`config.mk`:
```
export PLATFORM = sky130hd
export DESIGN_NAME = min_id_group_leader_election_top_flat
export DESIGN_NICKNAME = d
export VERILOG_FILES = /design/src/sv/mge_pkg.sv /design/src/sv/mge_if.sv /design/src/sv/mge_cfg.sv /design/src/sv/mge_core.sv /design/src/sv/min_id_group_leader_election_top.sv /design/src/flat_wrapper.sv
export SDC_FILE = /design/constraint.sdc
export NUM_CORES = 2
export LEC_CHECK = 0
export ABC_AREA = 1
export BUFFER_PORTS_ARGS = -buffer_cell sky130_fd_sc_hd__buf_2
export CORE_AREA = 2 2 327 329
export DETAILED_ROUTE_END_ITERATION = 10
export DIE_AREA = 0 0 329 331
export GPL_TIMING_DRIVEN = 1
export PLACE_DENSITY_LB_ADDON = 0.05
export SLEW_MARGIN = 20
export SYNTH_ARGS = -nofsm -noshare
export SYNTH_HDL_FRONTEND = slang
export SYNTH_HIERARCHICAL = 1
export SYNTH_SLANG_ARGS = --single-unit
```
`constraint.sdc`:
```
create_clock -name clk -period 12 [get_ports clk]
set_input_delay 3 -clock clk [delete_from_list [all_inputs] [get_ports clk]]
set_output_delay 3 -clock clk [all_outputs]
set_load 0.02 [all_outputs]
```
`src/sv/mge_pkg.sv`:
```
// shared types and constants for the min-id group leader election block
// no dependencies; used by the interfaces, the register file and the core

package mge_pkg;

    // field widths
    localparam int ADDR_W   = 8;
    localparam int TIME_W   = 32;
    localparam int GID_W    = 16;
    localparam int SEQ_W    = 16;
    localparam int IVL_W    = 16;
    localparam int FACTOR_W = 8;
    localparam int SPAN_W   = IVL_W + FACTOR_W;
    localparam int CMD_W    = 2;
    localparam int STATUS_W = 3;
    localparam int PADDR_W  = 4;
    localparam int PDATA_W  = 32;

    // default member map depth
    localparam int NODE_COUNT_DEF = 256;

    // reset values
    localparam logic [GID_W-1:0]    INITIAL_GROUP_ID   = 16'd257;
    localparam logic [ADDR_W-1:0]   OWN_ADDRESS_RST    = 8'd0;
    localparam logic [TIME_W-1:0]   ACC_EXPIRY_RST     = 32'd10;
    localparam logic [IVL_W-1:0]    HB_INTERVAL_RST    = 16'd5;
    localparam logic [FACTOR_W-1:0] TIMEOUT_FACTOR_RST = 8'd3;

    typedef enum logic [CMD_W-1:0] {
        CMD_START  = 2'd0,
        CMD_REPORT = 2'd1,
        CMD_FINISH = 2'd2,
        CMD_PACKET = 2'd3
    } cmd_t;

    typedef enum logic [STATUS_W-1:0] {
        ST_NONE      = 3'd0,
        ST_SELF      = 3'd1,
        ST_NONMEMBER = 3'd2,
        ST_FORWARDED = 3'd3,
        ST_TAKEN     = 3'd4,
        ST_HIGHER    = 3'd5
    } status_t;

    typedef enum logic [1:0] {
        REG_OWN_ADDRESS        = 2'd0,
        REG_ACCEPTABLE_EXPIRY  = 2'd1,
        REG_HEARTBEAT_INTERVAL = 2'd2,
        REG_TIMEOUT_FACTOR     = 2'd3
    } reg_index_t;

    // configuration as seen by the core
    typedef struct packed {
        logic [ADDR_W-1:0] own_address;
        logic [TIME_W-1:0] acceptable_expiry;
        logic [SPAN_W-1:0] timeout_span;
    } cfg_t;

endpackage

```
`src/sv/mge_if.sv`:
```
// valid/ready channel interfaces for input items and result items
// depends on mge_pkg for field widths

interface mge_item_if;
    logic                          valid;
    logic                          ready;
    logic [mge_pkg::CMD_W-1:0]     command;
    logic [mge_pkg::ADDR_W-1:0]    node_address;
    logic [mge_pkg::TIME_W-1:0]    link_expiry;
    logic [mge_pkg::GID_W-1:0]     packet_gid;
    logic [mge_pkg::SEQ_W-1:0]     packet_seqno;
    logic [mge_pkg::TIME_W-1:0]    now_seconds;

    modport source (
        output valid, command, node_address, link_expiry, packet_gid, packet_seqno,
               now_seconds,
        input  ready
    );
    modport sink (
        input  valid, command, node_address, link_expiry, packet_gid, packet_seqno,
               now_seconds,
        output ready
    );
endinterface

interface mge_result_if;
    logic                          valid;
    logic                          ready;
    logic                          send_valid;
    logic [mge_pkg::GID_W-1:0]     send_gid;
    logic [mge_pkg::SEQ_W-1:0]     send_seqno;
    logic                          send_repeat;
    logic [mge_pkg::STATUS_W-1:0]  packet_status;
    logic [mge_pkg::GID_W-1:0]     current_gid;

    modport source (
        output valid, send_valid, send_gid, send_seqno, send_repeat, packet_status,
               current_gid,
        input  ready
    );
    modport sink (
        input  valid, send_valid, send_gid, send_seqno, send_repeat, packet_status,
               current_gid,
        output ready
    );
endinterface

```
`src/sv/mge_cfg.sv`:
```
// configuration registers behind an apb-style port
// depends on mge_pkg; also precomputes the heartbeat timeout span

module mge_cfg (
    input  logic                          clk,
    input  logic                          rst_n,
    input  logic                          psel,
    input  logic                          penable,
    input  logic                          pwrite,
    input  logic [mge_pkg::PADDR_W-1:0]   paddr,
    input  logic [mge_pkg::PDATA_W-1:0]   pwdata,
    output logic [mge_pkg::PDATA_W-1:0]   prdata,
    output logic                          pready,
    output mge_pkg::cfg_t                 cfg
);

    logic [mge_pkg::ADDR_W-1:0]   own_address_reg;
    logic [mge_pkg::TIME_W-1:0]   acc_expiry_reg;
    logic [mge_pkg::IVL_W-1:0]    hb_interval_reg;
    logic [mge_pkg::FACTOR_W-1:0] timeout_factor_reg;
    logic [mge_pkg::SPAN_W-1:0]   span_reg;
    logic                         wr_en;
    mge_pkg::reg_index_t          reg_sel;

    assign pready  = 1'b1;
    assign wr_en   = psel && penable && pwrite;
    assign reg_sel = mge_pkg::reg_index_t'(paddr[3:2]);

    // register writes
    always_ff @(posedge clk or negedge rst_n)
    begin
        if (!rst_n)
        begin
            own_address_reg    <= mge_pkg::OWN_ADDRESS_RST;
            acc_expiry_reg     <= mge_pkg::ACC_EXPIRY_RST;
            hb_interval_reg    <= mge_pkg::HB_INTERVAL_RST;
            timeout_factor_reg <= mge_pkg::TIMEOUT_FACTOR_RST;
        end
        else if (wr_en)
        begin
            unique case (reg_sel)
                mge_pkg::REG_OWN_ADDRESS:
                    own_address_reg <= pwdata[mge_pkg::ADDR_W-1:0];
                mge_pkg::REG_ACCEPTABLE_EXPIRY:
                    acc_expiry_reg <= pwdata[mge_pkg::TIME_W-1:0];
                mge_pkg::REG_HEARTBEAT_INTERVAL:
                    hb_interval_reg <= pwdata[mge_pkg::IVL_W-1:0];
                mge_pkg::REG_TIMEOUT_FACTOR:
                    timeout_factor_reg <= pwdata[mge_pkg::FACTOR_W-1:0];
            endcase
        end
    end

    // timeout span, registered from the heartbeat interval and timeout factor registers
    always_ff @(posedge clk or negedge rst_n)
    begin
        if (!rst_n)
        begin
            span_reg <= mge_pkg::SPAN_W'(mge_pkg::TIMEOUT_FACTOR_RST)
                        * mge_pkg::SPAN_W'(mge_pkg::HB_INTERVAL_RST);
        end
        else
        begin
            span_reg <= mge_pkg::SPAN_W'(timeout_factor_reg)
                        * mge_pkg::SPAN_W'(hb_interval_reg);
        end
    end

    // read mux
    always_comb
    begin
        unique case (reg_sel)
            mge_pkg::REG_OWN_ADDRESS:
                prdata = mge_pkg::PDATA_W'(own_address_reg);
            mge_pkg::REG_ACCEPTABLE_EXPIRY:
                prdata = mge_pkg::PDATA_W'(acc_expiry_reg);
            mge_pkg::REG_HEARTBEAT_INTERVAL:
                prdata = mge_pkg::PDATA_W'(hb_interval_reg);
            mge_pkg::REG_TIMEOUT_FACTOR:
                prdata = mge_pkg::PDATA_W'(timeout_factor_reg);
        endcase
    end

    assign cfg.own_address       = own_address_reg;
    assign cfg.acceptable_expiry = acc_expiry_reg;
    assign cfg.timeout_span      = span_reg;

endmodule

```
`src/sv/mge_core.sv`:
```
// election core: input register, one pass of update logic, result register
// depends on mge_pkg and the channel interfaces in mge_if

module mge_core #(
    parameter int NODE_COUNT = mge_pkg::NODE_COUNT_DEF
) (
    input  logic                 clk,
    input  logic                 rst_n,
    input  mge_pkg::cfg_t        cfg,
    mge_item_if.sink             item,
    mge_result_if.source         result
);

    localparam int IDX_W = (NODE_COUNT > 1) ? $clog2(NODE_COUNT) : 1;
    localparam int CMP_W = mge_pkg::ADDR_W + 1;

    // input register
    logic                         hold_valid_reg;
    mge_pkg::cmd_t                cmd_reg;
    logic [mge_pkg::ADDR_W-1:0]   addr_reg;
    logic [mge_pkg::TIME_W-1:0]   expiry_reg;
    logic [mge_pkg::GID_W-1:0]    pgid_reg;
    logic [mge_pkg::SEQ_W-1:0]    pseq_reg;
    logic [mge_pkg::TIME_W-1:0]   now_reg;

    // election state
    logic [NODE_COUNT-1:0]        member_reg, member_next;
    logic [mge_pkg::ADDR_W-1:0]   least_reg, least_next;
    logic [mge_pkg::GID_W-1:0]    gid_reg, gid_next;
    logic [mge_pkg::SEQ_W-1:0]    gseq_reg, gseq_next;
    logic [mge_pkg::SEQ_W-1:0]    own_seq_reg, own_seq_next;
    logic [mge_pkg::TIME_W-1:0]   last_hb_reg, last_hb_next;

    // result register
    logic                         res_valid_reg;
    logic                         send_reg, send_next;
    logic [mge_pkg::GID_W-1:0]    sgid_reg, sgid_next;
    logic [mge_pkg::SEQ_W-1:0]    sseq_reg, sseq_next;
    logic                         srep_reg, srep_next;
    mge_pkg::status_t             status_reg, status_next;

    logic                         advance;
    logic                         take;
    logic                         addr_in_map;
    logic                         own_in_map;
    logic [IDX_W-1:0]             addr_idx;
    logic [IDX_W-1:0]             own_idx;
    logic                         addr_member;
    logic [mge_pkg::TIME_W:0]     hb_limit;
    logic                         hb_expired;
    logic [mge_pkg::GID_W-1:0]    gid_after_timeout;
    logic [mge_pkg::GID_W-1:0]    least_wide;
    logic [mge_pkg::SEQ_W-1:0]    own_seq_inc;

    // handshake: the held item moves on when the result slot frees up
    assign advance     = hold_valid_reg && (!res_valid_reg || result.ready);
    assign item.ready  = !hold_valid_reg || advance;
    assign take        = item.valid && item.ready;

    always_ff @(posedge clk or negedge rst_n)
    begin
        if (!rst_n)
        begin
            hold_valid_reg <= 1'b0;
        end
        else if (take)
        begin
            hold_valid_reg <= 1'b1;
        end
        else if (advance)
        begin
            hold_valid_reg <= 1'b0;
        end
    end

    always_ff @(posedge clk)
    begin
        if (take)
        begin
            cmd_reg    <= mge_pkg::cmd_t'(item.command);
            addr_reg   <= item.node_address;
            expiry_reg <= item.link_expiry;
            pgid_reg   <= item.packet_gid;
            pseq_reg   <= item.packet_seqno;
            now_reg    <= item.now_seconds;
        end
    end

    // member map lookups
    assign addr_in_map = CMP_W'(addr_reg) < CMP_W'(NODE_COUNT);
    assign own_in_map  = CMP_W'(cfg.own_address) < CMP_W'(NODE_COUNT);
    assign addr_idx    = addr_reg[IDX_W-1:0];
    assign own_idx     = cfg.own_address[IDX_W-1:0];
    assign addr_member = addr_in_map && member_reg[addr_idx];

    // heartbeat timeout at full precision
    assign hb_limit   = {1'b0, last_hb_reg} + (mge_pkg::TIME_W + 1)'(cfg.timeout_span);
    assign hb_expired = hb_limit < {1'b0, now_reg};
    assign least_wide = mge_pkg::GID_W'(least_reg);
    assign gid_after_timeout = hb_expired ? least_wide : gid_reg;

    // own sequence counter, wraps
    assign own_seq_inc = own_seq_reg + mge_pkg::SEQ_W'(1);

    // update logic for one item
    always_comb
    begin
        member_next  = member_reg;
        least_next   = least_reg;
        gid_next     = gid_reg;
        gseq_next    = gseq_reg;
        own_seq_next = own_seq_reg;
        last_hb_next = last_hb_reg;
        send_next    = 1'b0;
        sgid_next    = '0;
        sseq_next    = '0;
        srep_next    = 1'b0;
        status_next  = mge_pkg::ST_NONE;

        unique case (cmd_reg)
            mge_pkg::CMD_START:
            begin
                member_next = '0;
                least_next  = cfg.own_address;
            end
            mge_pkg::CMD_REPORT:
            begin
                if (expiry_reg > cfg.acceptable_expiry)
                begin
                    if (addr_in_map)
                    begin
                        member_next[addr_idx] = 1'b1;
                    end
                    if (addr_reg < least_reg)
                    begin
                        least_next = addr_reg;
                    end
                end
            end
            mge_pkg::CMD_FINISH:
            begin
                if (own_in_map)
                begin
                    member_next[own_idx] = 1'b1;
                end
                gid_next = gid_after_timeout;
                if (hb_expired)
                begin
                    last_hb_next = now_reg;
                end
                if (least_wide <= gid_after_timeout)
                begin
                    if (least_reg == cfg.own_address)
                    begin
                        own_seq_next = own_seq_inc;
                        send_next    = 1'b1;
                        sgid_next    = least_wide;
                        sseq_next    = own_seq_inc;
                    end
                    gid_next     = least_wide;
                    gseq_next    = (least_reg == cfg.own_address) ? own_seq_inc
                                                                  : own_seq_reg;
                    last_hb_next = now_reg;
                end
            end
            mge_pkg::CMD_PACKET:
            begin
                if (addr_reg == cfg.own_address)
                begin
                    status_next = mge_pkg::ST_SELF;
                end
                else if (!addr_member)
                begin
                    status_next = mge_pkg::ST_NONMEMBER;
                end
                else if (gid_reg >= pgid_reg)
                begin
                    if (gseq_reg < pseq_reg)
                    begin
                        send_next   = 1'b1;
                        sgid_next   = pgid_reg;
                        sseq_next   = pseq_reg;
                        srep_next   = 1'b1;
                        status_next = mge_pkg::ST_FORWARDED;
                    end
                    else
                    begin
                        status_next = mge_pkg::ST_TAKEN;
                    end
                    gid_next     = pgid_reg;
                    gseq_next    = pseq_reg;
                    last_hb_next = now_reg;
                end
                else
                begin
                    status_next = mge_pkg::ST_HIGHER;
                end
            end
        endcase
    end

    // state commits when the item moves into the result register
    always_ff @(posedge clk or negedge rst_n)
    begin
        if (!rst_n)
        begin
            member_reg  <= '0;
            least_reg   <= '0;
            gid_reg     <= mge_pkg::INITIAL_GROUP_ID;
            gseq_reg    <= '0;
            own_seq_reg <= '0;
            last_hb_reg <= '0;
        end
        else if (advance)
        begin
            member_reg  <= member_next;
            least_reg   <= least_next;
            gid_reg     <= gid_next;
            gseq_reg    <= gseq_next;
            own_seq_reg <= own_seq_next;
            last_hb_reg <= last_hb_next;
        end
    end

    // result valid
    always_ff @(posedge clk or negedge rst_n)
    begin
        if (!rst_n)
        begin
            res_valid_reg <= 1'b0;
        end
        else if (advance)
        begin
            res_valid_reg <= 1'b1;
        end
        else if (result.ready)
        begin
            res_valid_reg <= 1'b0;
        end
    end

    // result payload
    always_ff @(posedge clk)
    begin
        if (advance)
        begin
            send_reg   <= send_next;
            sgid_reg   <= sgid_next;
            sseq_reg   <= sseq_next;
            srep_reg   <= srep_next;
            status_reg <= status_next;
        end
    end

    assign result.valid         = res_valid_reg;
    assign result.send_valid    = send_reg;
    assign result.send_gid      = sgid_reg;
    assign result.send_seqno    = sseq_reg;
    assign result.send_repeat   = srep_reg;
    assign result.packet_status = status_reg;
    assign result.current_gid   = gid_reg;

endmodule

```
`src/sv/min_id_group_leader_election_top.sv`:
```
// min-id group leader election, top level
// an accepted beat passes the input register, then the result register, where it is presented
// throughput: one beat per cycle while results are taken, bounded by the single update pass in mge_core
// a waiting result holds the update; the input register then takes one more beat
// reset (rst_n low, asynchronous) clears the member map and election state,
// and loads register defaults; no clearing pass is needed after reset

module min_id_group_leader_election_top #(
    parameter int NODE_COUNT = mge_pkg::NODE_COUNT_DEF
) (
    input  logic                          clk,
    input  logic                          rst_n,
    mge_item_if.sink                      item,
    mge_result_if.source                  result,
    input  logic                          psel,
    input  logic                          penable,
    input  logic                          pwrite,
    input  logic [mge_pkg::PADDR_W-1:0]   paddr,
    input  logic [mge_pkg::PDATA_W-1:0]   pwdata,
    output logic [mge_pkg::PDATA_W-1:0]   prdata,
    output logic                          pready
);

    mge_pkg::cfg_t cfg;

    // configuration registers
    mge_cfg u_cfg (
        .clk     (clk),
        .rst_n   (rst_n),
        .psel    (psel),
        .penable (penable),
        .pwrite  (pwrite),
        .paddr   (paddr),
        .pwdata  (pwdata),
        .prdata  (prdata),
        .pready  (pready),
        .cfg     (cfg)
    );

    // election datapath
    mge_core #(
        .NODE_COUNT (NODE_COUNT)
    ) u_core (
        .clk    (clk),
        .rst_n  (rst_n),
        .cfg    (cfg),
        .item   (item),
        .result (result)
    );

endmodule
```
`src/flat_wrapper.sv`:
```
// flat-port wrapper written by rule: the top's interface ports become plain ports
module min_id_group_leader_election_top_flat 
#(
    parameter int NODE_COUNT = mge_pkg::NODE_COUNT_DEF
)
  (clk, rst_n, psel, penable, pwrite, paddr, pwdata, prdata, pready, item_valid, item_command, item_node_address, item_link_expiry, item_packet_gid, item_packet_seqno, item_now_seconds, item_ready, result_valid, result_send_valid, result_send_gid, result_send_seqno, result_send_repeat, result_packet_status, result_current_gid, result_ready);
  mge_item_if item_i ();
  mge_result_if result_i ();
  input  logic clk;
  input  logic rst_n;
  input  logic psel;
  input  logic penable;
  input  logic pwrite;
  input  logic [mge_pkg::PADDR_W-1:0] paddr;
  input  logic [mge_pkg::PDATA_W-1:0] pwdata;
  output logic [mge_pkg::PDATA_W-1:0] prdata;
  output logic pready;
  input wire logic [$bits(item_i.valid)-1:0] item_valid;
  input wire logic [$bits(item_i.command)-1:0] item_command;
  input wire logic [$bits(item_i.node_address)-1:0] item_node_address;
  input wire logic [$bits(item_i.link_expiry)-1:0] item_link_expiry;
  input wire logic [$bits(item_i.packet_gid)-1:0] item_packet_gid;
  input wire logic [$bits(item_i.packet_seqno)-1:0] item_packet_seqno;
  input wire logic [$bits(item_i.now_seconds)-1:0] item_now_seconds;
  output wire logic [$bits(item_i.ready)-1:0] item_ready;
  output wire logic [$bits(result_i.valid)-1:0] result_valid;
  output wire logic [$bits(result_i.send_valid)-1:0] result_send_valid;
  output wire logic [$bits(result_i.send_gid)-1:0] result_send_gid;
  output wire logic [$bits(result_i.send_seqno)-1:0] result_send_seqno;
  output wire logic [$bits(result_i.send_repeat)-1:0] result_send_repeat;
  output wire logic [$bits(result_i.packet_status)-1:0] result_packet_status;
  output wire logic [$bits(result_i.current_gid)-1:0] result_current_gid;
  input wire logic [$bits(result_i.ready)-1:0] result_ready;
  assign item_i.valid = item_valid;
  assign item_i.command = item_command;
  assign item_i.node_address = item_node_address;
  assign item_i.link_expiry = item_link_expiry;
  assign item_i.packet_gid = item_packet_gid;
  assign item_i.packet_seqno = item_packet_seqno;
  assign item_i.now_seconds = item_now_seconds;
  assign item_ready = item_i.ready;
  assign result_valid = result_i.valid;
  assign result_send_valid = result_i.send_valid;
  assign result_send_gid = result_i.send_gid;
  assign result_send_seqno = result_i.send_seqno;
  assign result_send_repeat = result_i.send_repeat;
  assign result_packet_status = result_i.packet_status;
  assign result_current_gid = result_i.current_gid;
  assign result_i.ready = result_ready;
  min_id_group_leader_election_top #(.NODE_COUNT(NODE_COUNT)) u_core (.clk(clk), .rst_n(rst_n), .item(item_i), .result(result_i), .psel(psel), .penable(penable), .pwrite(pwrite), .paddr(paddr), .pwdata(pwdata), .prdata(prdata), .pready(pready));
endmodule
```
== Word-level counts from Yosys, hierarchy flattened ==
Index checks and enable logic that the tools add are counted.

* Register bits after elaboration: 577
* Logic and storage cells: 146

* Magnitude comparators: 10
* Bitwise gates (word level): 4
* Eq/ne operators: 15
* Multiplexer cells: 59
* Reductions and logical operators: 29
* $add $sub $neg: 2
* $mul: 1

{| class="wikitable"
|+ Operators by type and width
! kind !! number
|-
| $pmux W256 S3 || 1
|-
| $or A256 B256 Y256 || 2
|-
| $mux W16 || 20
|-
| $mux W256 || 1
|-
| $mux W32 || 5
|-
| $pmux W16 S2 || 4
|-
| $pmux W32 S4 || 1
|-
| $pmux W32 S2 || 1
|-
| $add A32 B24 Y33 || 1
|-
| $lt A33 B32 Y1 || 1
|-
| $gt A32 B32 Y1 || 1
|-
| $mux W8 || 4
|-
| $mul A8 B16 Y24 || 1
|-
| $lt A8 B9 Y1 const B || 2
|-
| $add A16 B1 Y16 const B || 1
|-
| $demux W1 S8 || 2
|-
| $eq A8 B8 Y1 || 2
|-
| $ge A16 B16 Y1 || 1
|-
| $ge A8 B1 Y1 const B || 2
|-
| $le A8 B16 Y1 || 1
|-
| $lt A16 B16 Y1 || 1
|-
| $pmux W8 S2 || 1
|-
| $mux W1 || 14
|-
| $ne A2 B2 Y1 const B || 6
|-
| 22 further kinds || 44
|}

== Logic depth before layout (Yosys ltp) ==
* Depth in word-level cells: 7
* Depth in mapped cells: 42
* Gate-level depth less buffers: 39

== By module ==
The synthesis kept the hierarchy.

{| class="wikitable"
|+ By module, submodules not included
! module !! area each (µm²) !! times used !! cells an instance !! sequential area each (µm²)
|-
| mge_core || 28569.9 || 1 || 3640 || 12954.9
|-
| mge_cfg || 7997.7 || 1 || 1059 || 2214.6
|}

== Worst setup path before layout ==
No wires, ideal clock.

* Path kind: input -> output
* Start: input port paddr[2] in the netlist's numbering
* End: output port prdata[10] in the netlist's numbering
* Setup slack: 5.112 ns
* Data required time: 9.000 ns
* Data arrival time: 3.888 ns
* Stages on the path: 5
* Cell sequence: inv_2 -> nor2_1 -> inv_2 -> clkbuf_1 -> o21ai_0

* Longest elaborated chain between the ends: 2
* Elaborated cells on any way between the ends: 5

{| class="wikitable"
|+ RTL lines
! item !! RTL line !! text
|-
| start: declaration || flat_wrapper.sv:14 || <nowiki>input logic [mge_pkg::PADDR_W-1:0] paddr;</nowiki>
|-
| $eq A2 B2 Y1 (tied with other cells) || mge_cfg.sv:72 || <nowiki>unique case (reg_sel)</nowiki>
|-
| $pmux W32 S4 * || mge_cfg.sv:72 ||
|-
| end: declaration || flat_wrapper.sv:16 || <nowiki>output logic [mge_pkg::PDATA_W-1:0] prdata;</nowiki>
|}

Mark *: on every way between the ends. The rest lies on a longest branch, timed or not.

== Final worst setup path ==
* Start: register u_core/u_cfg/span_reg[0] in the netlist's numbering
* End: register u_core/u_core/own_seq_reg[0] in the netlist's numbering

* Longest elaborated chain between the ends: 5

{| class="wikitable"
|+ RTL lines
! item !! RTL line !! text
|-
| start: declaration || mge_cfg.sv:21 || <nowiki>logic [mge_pkg::SPAN_W-1:0] span_reg;</nowiki>
|-
| start signal: assignment || mge_cfg.sv:59 || <nowiki>span_reg <= mge_pkg::SPAN_W'(mge_pkg::TIMEOUT_FACTOR_RST)</nowiki>
|-
| start signal: assignment || mge_cfg.sv:64 || <nowiki>span_reg <= mge_pkg::SPAN_W'(timeout_factor_reg)</nowiki>
|-
| $add A32 B24 Y33 || mge_core.sv:97 || <nowiki>assign hb_limit = {1'b0, last_hb_reg} + (mge_pkg::TIME_W + 1)'(cfg.timeout_span);</nowiki>
|-
| $lt A33 B32 Y1 || mge_core.sv:98 || <nowiki>assign hb_expired = hb_limit < {1'b0, now_reg};</nowiki>
|-
| $mux W16 || mge_core.sv:100 || <nowiki>assign gid_after_timeout = hb_expired ? least_wide : gid_reg;</nowiki>
|-
| $le A8 B16 Y1 || mge_core.sv:151 || <nowiki>if (least_wide <= gid_after_timeout)</nowiki>
|-
| $reduce_and A3 Y1 (no line) || -- ||
|-
| end signal: assignment || mge_core.sv:220 || <nowiki>own_seq_reg <= own_seq_next;</nowiki>
|-
| end: declaration || mge_core.sv:31 || <nowiki>logic [mge_pkg::SEQ_W-1:0] own_seq_reg, own_seq_next;</nowiki>
|}

No other way between the ends.
A chain may end at the register's enable or synchronous reset.

==> reports/metrics.yaml <==
sta:
  fin_crit_ns: 7.40
  hold_slack_ns: 0.468
  finalHoldViolations: 0
  tightest_slew_ns: 1.23
  relSlewSlack_pct: 17.9
  drv_slew: 0
  tns_ns: 0
  clock.fmax_ghz: 0.135
  setup_viol: 0
  rsz0062_at_grt: "no"
  finalCritPeriodShare_pct: 61.7
  finClkSkew_ns: 0.0276
place:
  hpwl_mm: 82.7
  io_buffers: 233
  place_congestion: 0.828
  dpl_cell_area_um2: 38800
clock_tree:
  cts_root_buf: "clkbuf_16"
  cts_buffer_depth: 3
  hold_buffers: 0
  cts_resized: 0
  postCtsSetupRepairBufs: 0
  clock-sinks: 577
  cts_tree: "yes"
  htree_levels: 3
  clk_latency_ns: 0.65
  cts_buffers: 74
  clkTransAtPathRegs_ns: 0.06
grt:
  grt_pass1_wl_mm: 203
  grt_max_degree: 147
  grt.total_usage_pct: 24.3
  grt_pass1_vias: 32300
  gr-total-overflow: 0
  antenna_found_initial: 7
final_layout:
  layout_common_cells: "1,077 x nand2_1, 599 x inv_1, 448 x o21ai_0, 424 x nor2_1, 422 x dfrtp_1"
  design_area_um2: 41100
  largest_reg_flops: 256
  drive_gt1_share_pct: 9.35
  final_common_cell: "nand2_1"
  area_growth_syn_to_layout_pct: 12.5
  fin_nets: 5197
die:
  die_x_um: 329
  initial_core_util_pct: 34.8
  die_height_um: 331
  ios: 237
  fp.coreArea_um2: 105000
  rows: 119
  dieArea_um2: 109000
power:
  p_leak_nw: 19.9
  peakVddDrop_v: 0.000120
  p_per_area_nw_per_um2: 197
drt:
  drt-pass1-iter-count: 6
  vias_per_cell: 5.26
  drc_errors: 0
  routed_wl_mm: 132
  first_iter_violations: 2836
  wl_per_cell_um: 21.3
  detailroute.via_count: 32700
  ant_nets: 0
setup_path:
  critical_path.max_fanout: 17
  slowest_delay_ns: 0.86
  required_ns: 12.52
  slowest_stage: "nor2_1"
  cpMostUsedCell: "nand2_1"
  end_kind: "flip-flop"
  start_kind: "flip-flop"
  crit_arrival_ns: 7.92
  crit_type: "reg -> reg"
synth:
  ys.flop_type: "dfrtp_1"
  syn_avg_cell_area_um2: 7.78
  synth_nets: 5116
  synth.distinct_cells: 54
  synth_area_um2: 36600
  synth_edf_count: 143
  yosysWarningCount: 6
  syn_inst: 4699
  async_flop_share_pct: 75.2
  synth.yosys.seq_area_share_pct: 41.5
  ys_ff_latch: 577
flow_run:
  drv_cap: 0
worst_hold_path:
  hp-class: "reg -> reg"
run_status:
  status: "finished clean"
-- final timing paths --
| path | startpoint | end | slack [ns] | depth (start not counted) |
|---|---|---|---|---|
| max | u_core/u_cfg/span_reg[0] | u_core/u_core/own_seq_reg[0] | 4.60 | 37 |
| max reg2reg | u_core/u_cfg/span_reg[0] | u_core/u_core/own_seq_reg[0] | 4.60 | 37 |
| max in group asynchronous | rst_n | u_core/u_core/member_reg[1] | 7.56 | 3 |
| min | u_core/u_core/gseq_reg[0] | u_core/u_core/gseq_reg[0] | 0.47 | 2 |
| min reg2reg | u_core/u_core/gseq_reg[0] | u_core/u_core/gseq_reg[0] | 0.47 | 2 |
| min in group asynchronous | rst_n | u_core/u_core/last_hb_reg[22] | 2.32 | 1 |
-- cells by family after synthesis --
| logic type | synth area share [%] |
|---|---|
| simple gates | 20.4 |
| compound gates | 16.1 |
| buf+inv | 9.49 |
| flops | 41.5 |
| fa+ha+maj | 10.9 |
| xor+xnor | 1.27 |
| mux | 0.287 |
| other cells | 0.0103 |
-- worst max-delay path: cells and delay by family (launching register included) --
| family | cells | cell delay (ns) |
|---|---|---|
| AOI/OAI and AO/OA | 4 | 0.60 |
| buffers and inverters | 6 | 0.65 |
| adders and majority gates | 4 | 1.17 |
| DFF | 1 | 0.53 |
| and+or+nand+nor | 22 | 4.18 |
| xor gates and xnor gates | 1 | 0.17 |
-- report_power, final --
group	total, W	switching [W]	internal [W]
sequential	0.00264	0.000309	0.00233
combinational	0.00329	0.00215	0.00113
clock	0.00218	0.000904	0.00128
total	0.00810	0.00337	0.00473
-- metrics by stage --
stage	worst slack, ns	util (%)	instances	power (W)
final	4.60	39.2	6226	0.00810
after global routing	3.77	39.2	6224	0.00881
after CTS	4.50	39.2	6224	0.00821
after detailed placement	4.54	37.0	6095	0.00597
after global placement	4.52	37.0	6095	0.00596
after floorplan	5.11	-	4699	0.00499
-- synth_stat cells (34+ instances only) --
library cell,n,area [µm²]
dfrtp_1,422,10600
xor2_1,40,350
inv_1,603,2260
fa_1,85,1700
edfxtp_1,143,4290
ha_1,183,2290
nand2_1,1081,4060
a21oi_1,250,1250
o21ai_1,41,205
clkbuf_1,218,818
o21ai_0,448,2240
buf_2,34,170
nand3_1,147,736
nand4_1,115,719
nor2_1,428,1610
o22ai_1,267,1670
-- metal layers --
metal / share of wire, % / up-vias / global-route usage (%)
met5: 0.049 / - / 0
met1: 46 / 15800 / 34.2
met4: 2.5 / 10 / 6.37
li1: - / 15700 / -
met2: 45 / 1022 / 38.7
met3: 6.5 / 189 / 4.11
-- cell type report --
cell class	count	area, µm²
inverters	614	2310
well taps	1391	1740
flip-flops and latches	577	15200
multi-input cells	3226	18000
clock buffers	103	2080
repair buffers	287	1600
diodes	2	5.00
clock inverters	26	228
fillers	11000	63800
Power figures use the tool's default switching activity.
